<file path="config.mk">
export PLATFORM = sky130hd
export DESIGN_NAME = lst_seq
export DESIGN_NICKNAME = d
export VERILOG_FILES = /design/src/rtl/core/lst_pkg.sv /design/src/rtl/core/lst_seq.sv
export SDC_FILE = /design/constraint.sdc
export NUM_CORES = 1
export LEC_CHECK = 0
export BUFFER_PORTS_ARGS = -buffer_cell sky130_fd_sc_hd__buf_2
export CELL_PAD_IN_SITES_DETAIL_PLACEMENT = 1
export CELL_PAD_IN_SITES_GLOBAL_PLACEMENT = 2
export CORE_MARGIN = 3
export CORE_UTILIZATION = 30
export CTS_BUF_LIST = sky130_fd_sc_hd__clkbuf_16
export DETAILED_ROUTE_END_ITERATION = 8
export PLACE_DENSITY_LB_ADDON = 0.1
export SYNTH_ARGS = -nofsm -noshare
export SYNTH_HDL_FRONTEND = slang
export SYNTH_SLANG_ARGS = --single-unit
</file>
<file path="constraint.sdc">
create_clock -name clk -period 4.1 [get_ports clk]
set_clock_uncertainty 0.05 [all_clocks]
set_input_delay 0.82 -clock clk [delete_from_list [all_inputs] [get_ports clk]]
set_output_delay 0.82 -clock clk [all_outputs]
set_load 0.02 [all_outputs]
</file>
<file path="src/rtl/core/lst_pkg.sv">
// lst_pkg: item types, operation and status codes, sequencer states
// shared by every file of the indexed list store but lst_mem; no dependencies
package lst_pkg;

  localparam int IDX_W = 10;
  localparam int VAL_W = 32;
  localparam int TOT_W = 11;

  typedef enum logic [2:0] {
    OP_INSERT = 3'd0,
    OP_SET    = 3'd1,
    OP_GET    = 3'd2,
    OP_ERASE  = 3'd3,
    OP_CLEAR  = 3'd4
  } op_t;

  typedef enum logic [1:0] {
    ST_OK    = 2'd0,
    ST_RANGE = 2'd1,
    ST_FULL  = 2'd2
  } status_t;

  typedef enum logic [2:0] {
    S_IDLE,
    S_EXEC,
    S_SHIFT,
    S_FILL,
    S_GET_WAIT,
    S_RESULT
  } state_t;

  typedef struct packed {
    op_t              operation;
    logic [IDX_W-1:0] index;
    logic [VAL_W-1:0] value;
  } in_item_t;

  typedef struct packed {
    logic [VAL_W-1:0] read_value;
    logic [TOT_W-1:0] entry_total;
    status_t          status;
  } out_item_t;

endpackage

</file>
<file path="src/rtl/core/lst_seq.sv">
// lst_seq: sequencer with one shared address step unit that moves entries
// through lst_mem for insert and erase; uses lst_pkg
module lst_seq #(
  parameter int LIST_DEPTH    = 1024,
  parameter int ELEMENT_WIDTH = 32,
  parameter int AW            = 10
) (
  input  logic                     clk,
  input  logic                     rst_n,
  input  logic                     item_valid,
  input  lst_pkg::in_item_t        item,
  output logic                     item_ready,
  output logic                     res_valid,
  output lst_pkg::out_item_t       res,
  input  logic                     res_take,
  output logic                     mem_we,
  output logic [AW-1:0]            mem_waddr,
  output logic [ELEMENT_WIDTH-1:0] mem_wdata,
  output logic                     mem_re,
  output logic [AW-1:0]            mem_raddr,
  input  logic [ELEMENT_WIDTH-1:0] mem_rdata
);
  import lst_pkg::*;

  localparam int CW = $clog2(LIST_DEPTH + 1);
  localparam int MW = (CW > IDX_W) ? CW : IDX_W;

  state_t                   state_r, state_nxt;
  op_t                      op_r, op_nxt;
  logic [MW-1:0]            idx_r, idx_nxt;
  logic [ELEMENT_WIDTH-1:0] val_r, val_nxt;
  logic [CW-1:0]            cnt_r, cnt_nxt;
  logic [AW-1:0]            ptr_r, ptr_nxt;
  logic [AW-1:0]            wa_r, wa_nxt;
  logic [AW-1:0]            end_r, end_nxt;
  logic [ELEMENT_WIDTH-1:0] rd_r, rd_nxt;
  status_t                  st_r, st_nxt;

  logic [MW-1:0] cnt_ext;
  logic [CW-1:0] cnt_m1;
  logic [AW-1:0] idx_a;
  logic [AW-1:0] step;
  logic          last;

  // shared step unit: next read address and end compare
  assign cnt_ext = MW'(cnt_r);
  assign cnt_m1  = cnt_r - CW'(1);
  assign idx_a   = AW'(idx_r);
  assign step    = ptr_r + ((op_r == OP_ERASE) ? AW'(1) : {AW{1'b1}});
  assign last    = (ptr_r == end_r);

  always_ff @(posedge clk) begin
    if (!rst_n) begin
      state_r <= S_IDLE;
      cnt_r   <= '0;
    end else begin
      state_r <= state_nxt;
      cnt_r   <= cnt_nxt;
    end
  end

  always_ff @(posedge clk) begin
    op_r  <= op_nxt;
    idx_r <= idx_nxt;
    val_r <= val_nxt;
    ptr_r <= ptr_nxt;
    wa_r  <= wa_nxt;
    end_r <= end_nxt;
    rd_r  <= rd_nxt;
    st_r  <= st_nxt;
  end

  always_comb begin
    state_nxt = state_r;
    op_nxt    = op_r;
    idx_nxt   = idx_r;
    val_nxt   = val_r;
    cnt_nxt   = cnt_r;
    ptr_nxt   = ptr_r;
    wa_nxt    = wa_r;
    end_nxt   = end_r;
    rd_nxt    = rd_r;
    st_nxt    = st_r;
    mem_we    = 1'b0;
    mem_waddr = wa_r;
    mem_wdata = val_r;
    mem_re    = 1'b0;
    mem_raddr = ptr_r;
    res_valid = 1'b0;

    unique case (state_r)
      S_IDLE: begin
        if (item_valid) begin
          op_nxt    = item.operation;
          idx_nxt   = MW'(item.index);
          val_nxt   = ELEMENT_WIDTH'(item.value);
          state_nxt = S_EXEC;
        end
      end
      S_EXEC: begin
        rd_nxt    = '0;
        st_nxt    = ST_OK;
        state_nxt = S_RESULT;
        unique case (op_r)
          OP_INSERT: begin
            if (idx_r > cnt_ext) begin
              st_nxt = ST_RANGE;
            end else if (cnt_r >= CW'(LIST_DEPTH)) begin
              st_nxt = ST_FULL;
            end else if (idx_r == cnt_ext) begin
              mem_we    = 1'b1;
              mem_waddr = idx_a;
              cnt_nxt   = cnt_r + CW'(1);
            end else begin
              mem_re    = 1'b1;
              mem_raddr = AW'(cnt_m1);
              ptr_nxt   = AW'(cnt_m1);
              wa_nxt    = AW'(cnt_r);
              end_nxt   = idx_a;
              state_nxt = S_SHIFT;
            end
          end
          OP_SET: begin
            if (idx_r >= cnt_ext) begin
              st_nxt = ST_RANGE;
            end else begin
              mem_we    = 1'b1;
              mem_waddr = idx_a;
            end
          end
          OP_GET: begin
            if (idx_r >= cnt_ext) begin
              st_nxt = ST_RANGE;
            end else begin
              mem_re    = 1'b1;
              mem_raddr = idx_a;
              state_nxt = S_GET_WAIT;
            end
          end
          OP_ERASE: begin
            if (idx_r >= cnt_ext) begin
              st_nxt = ST_RANGE;
            end else if (idx_r == MW'(cnt_m1)) begin
              cnt_nxt = cnt_m1;
            end else begin
              mem_re    = 1'b1;
              mem_raddr = idx_a + AW'(1);
              ptr_nxt   = idx_a + AW'(1);
              wa_nxt    = idx_a;
              end_nxt   = AW'(cnt_m1);
              state_nxt = S_SHIFT;
            end
          end
          OP_CLEAR: begin
            cnt_nxt = '0;
          end
          default: begin
          end
        endcase
      end
      S_SHIFT: begin
        // write the word read last cycle one place over, read the next
        mem_we    = 1'b1;
        mem_waddr = wa_r;
        mem_wdata = mem_rdata;
        wa_nxt    = ptr_r;
        if (last) begin
          if (op_r == OP_INSERT) begin
            state_nxt = S_FILL;
          end else begin
            cnt_nxt   = cnt_m1;
            state_nxt = S_RESULT;
          end
        end else begin
          mem_re    = 1'b1;
          mem_raddr = step;
          ptr_nxt   = step;
        end
      end
      S_FILL: begin
        mem_we    = 1'b1;
        mem_waddr = end_r;
        cnt_nxt   = cnt_r + CW'(1);
        state_nxt = S_RESULT;
      end
      S_GET_WAIT: begin
        rd_nxt    = mem_rdata;
        state_nxt = S_RESULT;
      end
      S_RESULT: begin
        res_valid = 1'b1;
        if (res_take) begin
          state_nxt = S_IDLE;
        end
      end
      default: begin
        state_nxt = S_IDLE;
      end
    endcase
  end

  assign item_ready      = (state_r == S_IDLE);
  assign res.read_value  = VAL_W'(rd_r);
  assign res.entry_total = TOT_W'(cnt_r);
  assign res.status      = st_r;

endmodule

</file>
==> results of run 1 <==
[power by group through the flow]
stage | logic [mW] | registers [mW] | clock network, mW
3_5_place_dp | 1.19 | 1.58 | 0
5_1_grt | 1.45 | 1.57 | 1.60
6_report | 1.34 | 1.55 | 1.52
2_1_floorplan | 0.658 | 1.63 | 0
3_3_place_gp | 1.18 | 1.58 | 0
4_1_cts | 1.27 | 1.55 | 1.55
[kinds of logic (layout without fill, tap and decap cells)]
kind of cell             Yosys count  in the layout
adder cells (fa/ha/maj)           22             22
buffers and inverters             87            348
AND/OR/NAND/NOR                  368            369
multiplexers                      17             17
flip-flops                       123            123
XOR/XNOR                          39             39
other                              0              1
AO/OA/AOI/OAI                    233            234
[timing repair]
| item | 4_1_cts | 5_1_grt |
|---|---|---|
| gates resized for setup | 60 | 68 |
| hold buffers | 0 | 0 |
| endpoints found under the setup margin | 21 | 21 |
| cloned | 0 | 2 |
| pin swaps | 24 | 32 |
| setup buffers | 14 | 13 |
[sequential cells by signal (all words and copies together) (netlist names)]
signal and count:
rd_r 32, val_r 32, cnt_ext 11, end_r 10, idx_r 10, ptr_r 10
wa_r 10, op_r 3, state_r 3, st_r 2
[cell type report]
type / instances / area, um^2
Fill cell: 3021 / 15100
Multi-Input combinational cell: 681 / 4670
Sequential cell: 123 / 3580
Timing Repair Buffer: 297 / 1890
Clock buffer: 17 / 425
Tap cell: 335 / 419
Clock inverter: 15 / 148
Inverter: 19 / 77.6
Antenna cell: 1 / 2.50
[metal layers]
metal	up-vias	routed length (um)	global-route usage
met1	3889	15000	0.297
met2	222	16300	0.374
li1	3746	-	-
met4	0	784	0.0578
met5	-	0	0
met3	40	1480	0.0326
[worst max-delay path by stage]
stage	from	endpoint	slack, ps	cells past startpoint
after floorplan	cnt_ext[1]	mem_raddr[1]	4	12
after global placement	cnt_ext[0]	mem_raddr[7]	90	12
after detailed placement	cnt_ext[0]	mem_raddr[7]	50	14
after CTS	cnt_ext[1]	mem_raddr[9]	-190	13
after global routing	cnt_ext[1]	mem_raddr[5]	-250	11
final	cnt_ext[0]	mem_raddr[5]	-130	9
[cell usage after synthesis (all sizes together), types with 15 or more instances]
cell,instances,area [um^2]
nand2,163,612
edfxtp,109,3270
o21ai,57,285
nor2,56,210
clkbuf,52,195
a21oi,50,258
and2,40,250
xnor2,28,245
nor3,23,126
ha,21,263
and3,19,119
inv,19,71.3
buf,16,87.6
nand3,15,75.1
[worst max-delay path, stage by stage (launching register included)]
cell and delay, ps:
dfxtp_4 360, or4_4 580, or3_4 380, a211oi_4 260
o21bai_2 140, or3_4 500, a21oi_2 180, nor3_2 60
o31a_1 330, buf_6 140
[through the flow]
stage	instance area [um^2]	std cells	TNS [ps]	hold slack [ps]
after floorplan	8150	889	0	495
after global placement	9910	1429	0	451
after detailed placement	9910	1429	0	463
after CTS	10800	1474	-1590	488
after global routing	11200	1488	-2220	488
final	11200	1488	-663	503
==> out/summary.txt, run 1 <==
Die area: 0.0291 mm^2
R2r setup slk: 300 ps
Max Transition Viols Final: 0
Largest net degree at the start of global routing: 41
Slew HR: 0.403
Comb power frac: 0.304
Sequential Power Share: 0.352
Worst R2R Start: ptr_r[8]
Slew @ Worst Pin: 895 ps
Layout Nets: 1242
Psw: 1.58 mW
Port bufs: 181
Area Growth Syn to Fin: 38.0%
Mapped Cells: 889
Syn Nets: 992
CTS root buf: clkbuf_16
Detail Placement HPWL: 24500 um
Total power: 4.42 mW
Clock transition at path regs: 70 ps
Required time worst endpoint: 3230 ps
Die height: 171 um
Cell Int Power: 2.84 mW
DR WL/cell: 22.5 um
Initial Utilization: 0.308
Unrepaired setup endpoints after global routing: yes
Final WL: 33500 um
Max cap viols: 0
CTS tree: built
Post-Synth Simple-Gate Area: 0.221
Final worst path period need: 4230 ps
Layout cells sized above 1: 0.368
Sw Share: 0.357
Post-route ant nets: 0
Startpoint Class: flop
CP Class: reg -> out
Synthesized area: 0.00813 mm^2
Post-layout util: 0.425
Failing checks: negative setup slack
GR Util All Layers: 0.221
Leak: 4.63 nW
Main combinational cell family by area after synthesis: simple AND/OR/NAND/NOR gates
CTS Buffer Depth: 2
Tcrit/Tclk final: 1.03
Post-synthesis mux area share: 0.0214
Placer Congestion: 0.884
Adder-cell share of the synthesized area: 0.0348
HP Class: in -> reg
Residual overflow from global routing: 0
CTS Sinks: 123
Post-synthesis xor/xnor area fraction: 0.0454
Fmax achieved: 0.236 GHz
Initial antenna violation count: 1
Die width: 171 um
Row cnt: 59
Register bit total from synthesis: 123
Post-DR vias/cell: 5.31
Worst skew pair latency: 430 ps
Number of synthesized flops with an enable pin: 109
Status: complete, but fails checks
Initial DRC Count: 395
Htree depth: 4
Crit Path Max Fanout: 8
Overall via count from detail_route: 7897
Hold_sp: item[13]
Share of flip-flops with an asynchronous set or reset: 0
Reg2reg end: cnt_ext[3]
Mean Syn Cell Area: 9.14 um^2
IO Pins: 182
Final Setup Violations: 11
First-pass GRT wire length: 49100 um
Commonest non-fill, non-tap cells in the layout: buf_2 (167), nand2_1 (161), buf_4 (111), edfxtp_1 (109), nor2_1 (54)
Prevailing post-synth register cell: edfxtp_1
Final Hold Vio Count: 0
Pre-CTS setup slack: 50.9 ps
CTS buffer count: 17
Worst Hold End: val_r[13]
Drt first pass iters: 4
Crit path arrival time: 3360 ps
Yosys cell types: 81
Synth Area in Compound Gates: 0.196
Vias in the first global route: 8144
Crit. End Element: output port
Worst hold stages: 1
Clk pwr share: 0.344
Most common cell after layout, fill and taps aside: buf_2
Setup ws final: -133 ps
Synth warn: 0
Power per cell area: 394 mW/mm^2
Register-to-Register Path Depth: 11
Post-synthesis sequential area ratio: 0.437
DRC: 0
Core outline area: 0.0264 mm^2
Peak supply drop: 0.170 mV
No activity file was read; power rests on OpenSTA's default activity.
==> inputs of run 2 (changes only) <==
SKIP_LAST_GASP = 1   (was not set)
==> run 2 against run 1 <==
  * The flow still finishes with violations (negative setup slack)
  * Sequential power about the same
  * Final area decreased by 1.7%
  * Setup slack improved by 9.0 ps
  * Flip-flop and latch count unchanged
  * Core utilization decreased by 0.72 points
  * Non-clock buffer count decreased by 5
  * Register-to-register slack improved by 50 ps
  * First-iteration DRC count increased by 1.0%
  * Final cell count decreased by 0.34%
  * Power decreased by 0.53%
  * Wire length decreased by 0.60%
  * Critical path depth unchanged
  * Critical path type unchanged
  * Critical endpoint unchanged
  * Largest power group unchanged
  * Highest routed layer unchanged
==> out/summary.txt, run 2 (synthesized netlist as in run 1, its figures left out) <==
Most common cell after layout, fill and taps aside: buf_2
Placer Congestion: 0.884 (unchanged)
CTS tree: built
Max cap viols: 0 (unchanged)
CTS root buf: clkbuf_16
# fillers: 3035 (+0.46%)
Crit. End Element: output port
Unrepaired setup endpoints after global routing: yes
Tcrit/Tclk final: 1.03 (-0.00221)
CP Class: reg -> out
Vias in the first global route: 8145 (+0.012%)
Layout cells sized above 1: 0.356 (-0.0123)
Final worst path period need: 4220 ps (-9.05 ps)
Die height: 171 um (unchanged)
Commonest non-fill, non-tap cells in the layout: buf_2 (171), nand2_1 (161), buf_4 (113), edfxtp_1 (109), nor2_1 (54)
Required time worst endpoint: 3230 ps (about the same)
Die width: 171 um (unchanged)
Port bufs: 181 (unchanged)
Worst Hold End: val_r[13]
Largest net degree at the start of global routing: 41 (unchanged)
Post-DP Area: 0.00991 mm^2 (unchanged)
Leak: 4.58 nW (-1.1%)
Initial antenna violation count: 1 (unchanged)
Initial DRC Count: 399 (+1.0%)
Reg2reg end: cnt_ext[3]
Hold_sp: item[13]
Cell Count Post-Placement: 1429 (unchanged)
Clk pwr share: 0.346 (+0.002)
Failing checks: negative setup slack
Die area: 0.0291 mm^2 (unchanged)
Post-route ant nets: 0 (unchanged)
Sw Share: 0.358 (+0.000565)
Fmax achieved: 0.237 GHz (+0.21%)
Sequential Power Share: 0.354 (+0.002)
R2r setup slk: 350 ps (+50 ps)
HP Class: in -> reg
Crit Path Max Fanout: 8 (unchanged)
Final Non-Filler Cells: 1483 (-0.34%)
Htree depth: 4 (unchanged)
Status: complete, but fails checks
Post-layout util: 0.418 (-0.00722)
CTS Sinks: 123 (unchanged)
Layout Nets: 1237 (-0.40%)
Max Transition Viols Final: 0 (unchanged)
Slew HR: 0.392 (-0.0116)
WHS: 497 ps (-5.97 ps)
Area Growth Syn to Fin: 35.6%
DR WL/cell: 22.5 um (-0.27%)
Startpoint Class: flop
Final Setup Violations: 11 (unchanged)
Worst R2R Start: ptr_r[3]
Cell Int Power: 2.82 mW (-0.62%)
Slew @ Worst Pin: 912 ps (+17.4 ps)
Worst skew pair latency: 440 ps (about the same)
Post-DR vias/cell: 5.30 (-0.16%)
GR Util All Layers: 0.221 (about the same)
CTS Buffer Depth: 2 (unchanged)
Finished Cell Area: 0.0110 mm^2 (-1.7%)
Crit path arrival time: 3350 ps (about the same)
Detail Placement HPWL: 24500 um (unchanged)
Residual overflow from global routing: 0 (unchanged)
Worst hold stages: 1 (unchanged)
Register-to-Register Path Depth: 11 (unchanged)
Final WL: 33300 um (-0.60%)
Core outline area: 0.0264 mm^2 (unchanged)
Setup ws final: -124 ps (+9.05 ps)
First-pass GRT wire length: 49000 um (about the same)
Power per cell area: 399 mW/mm^2 (+1.2%)
Peak supply drop: 0.170 mV (about the same)
Psw: 1.57 mW (-0.37%)
Clock transition at path regs: 70 ps (about the same)
Comb power frac: 0.301 (-0.003)
DRC: 0 (unchanged)
Drt first pass iters: 5 (+1)
Post-route setup TNS: -730 ps (-67.2 ps)
Initial Utilization: 0.308 (unchanged)
CTS buffer count: 17 (unchanged)
Overall via count from detail_route: 7858 (-0.49%)
Row cnt: 59 (unchanged)
IO Pins: 182 (unchanged)
Final Hold Vio Count: 0 (unchanged)
-- run 2: cell count changes in the layout (fill, tap and decap cells not counted), moves of 3 or more --
cell,previous run,this run
buf_6,18,8
ha_1,15,20
dfxtp_1,4,7
buf_2,167,171
ha_4,6,1
-- run 2: worst max path at each step --
stage,slack [ps],startpoint,endpoint
2_1_floorplan,4,cnt_ext[1],mem_raddr[1]
3_3_place_gp,90,cnt_ext[0],mem_raddr[7]
3_5_place_dp,50,cnt_ext[0],mem_raddr[7]
4_1_cts,-190,cnt_ext[1],mem_raddr[9]
5_1_grt,-230,cnt_ext[0],mem_raddr[8]
6_report,-120,cnt_ext[0],mem_raddr[5]
-- run 2: worst max-delay path, stage by stage, from the launching register on --
cell	delay (ps)
dfxtp_4	360
or4_4	580
or3_4	380
a211oi_4	260
o21bai_2	140
or3_4	500
a21oi_2	170
nor3_2	60
o31a_1	330
buf_6	140
-- run 2: power by group through the flow --
stage | sequential, mW | combinational [mW] | clock (mW)
finish | 1.55 | 1.32 | 1.52
floorplan | 1.63 | 0.658 | 0
CTS | 1.55 | 1.27 | 1.55
global placement | 1.58 | 1.18 | 0
global route | 1.56 | 1.42 | 1.60
detailed placement | 1.58 | 1.19 | 0
-- run 2: routing by layer --
metal  part of all wire  global-route usage
met4              0.020              0.0568
met1               0.45               0.297
met5                  0                   0
met2               0.49               0.375
met3              0.039              0.0326
-- run 2: metrics by stage --
step | setup WS, ps | power, mW
global route | -233 | 4.58
global placement | 87.2 | 2.76
detailed placement | 50.9 | 2.77
finish | -124 | 4.39
CTS | -188 | 4.37
floorplan | 3.65 | 2.29
-- run 2: final cells by class --
type | instances | area, um^2 | area share
multi-input combinational | 681 | 4590 | 0.416
timing repair buffer | 292 | 1790 | 0.163
inverter | 19 | 73.8 | 0.00670
tap | 335 | 419 | 0.0380
sequential | 123 | 3570 | 0.324
antenna | 1 | 2.50 | 0.000227
clock inverter | 15 | 148 | 0.0134
clock buffer | 17 | 425 | 0.0386
-- run 2: timing repair --
item,in CTS,in global routing
buffers inserted,14,7
pin swaps,24,22
cloned,0,2
resized for setup,57,41
hold buffers,0,0
setup endpoints to repair,21,21
endpoints found under the hold margin,0,0
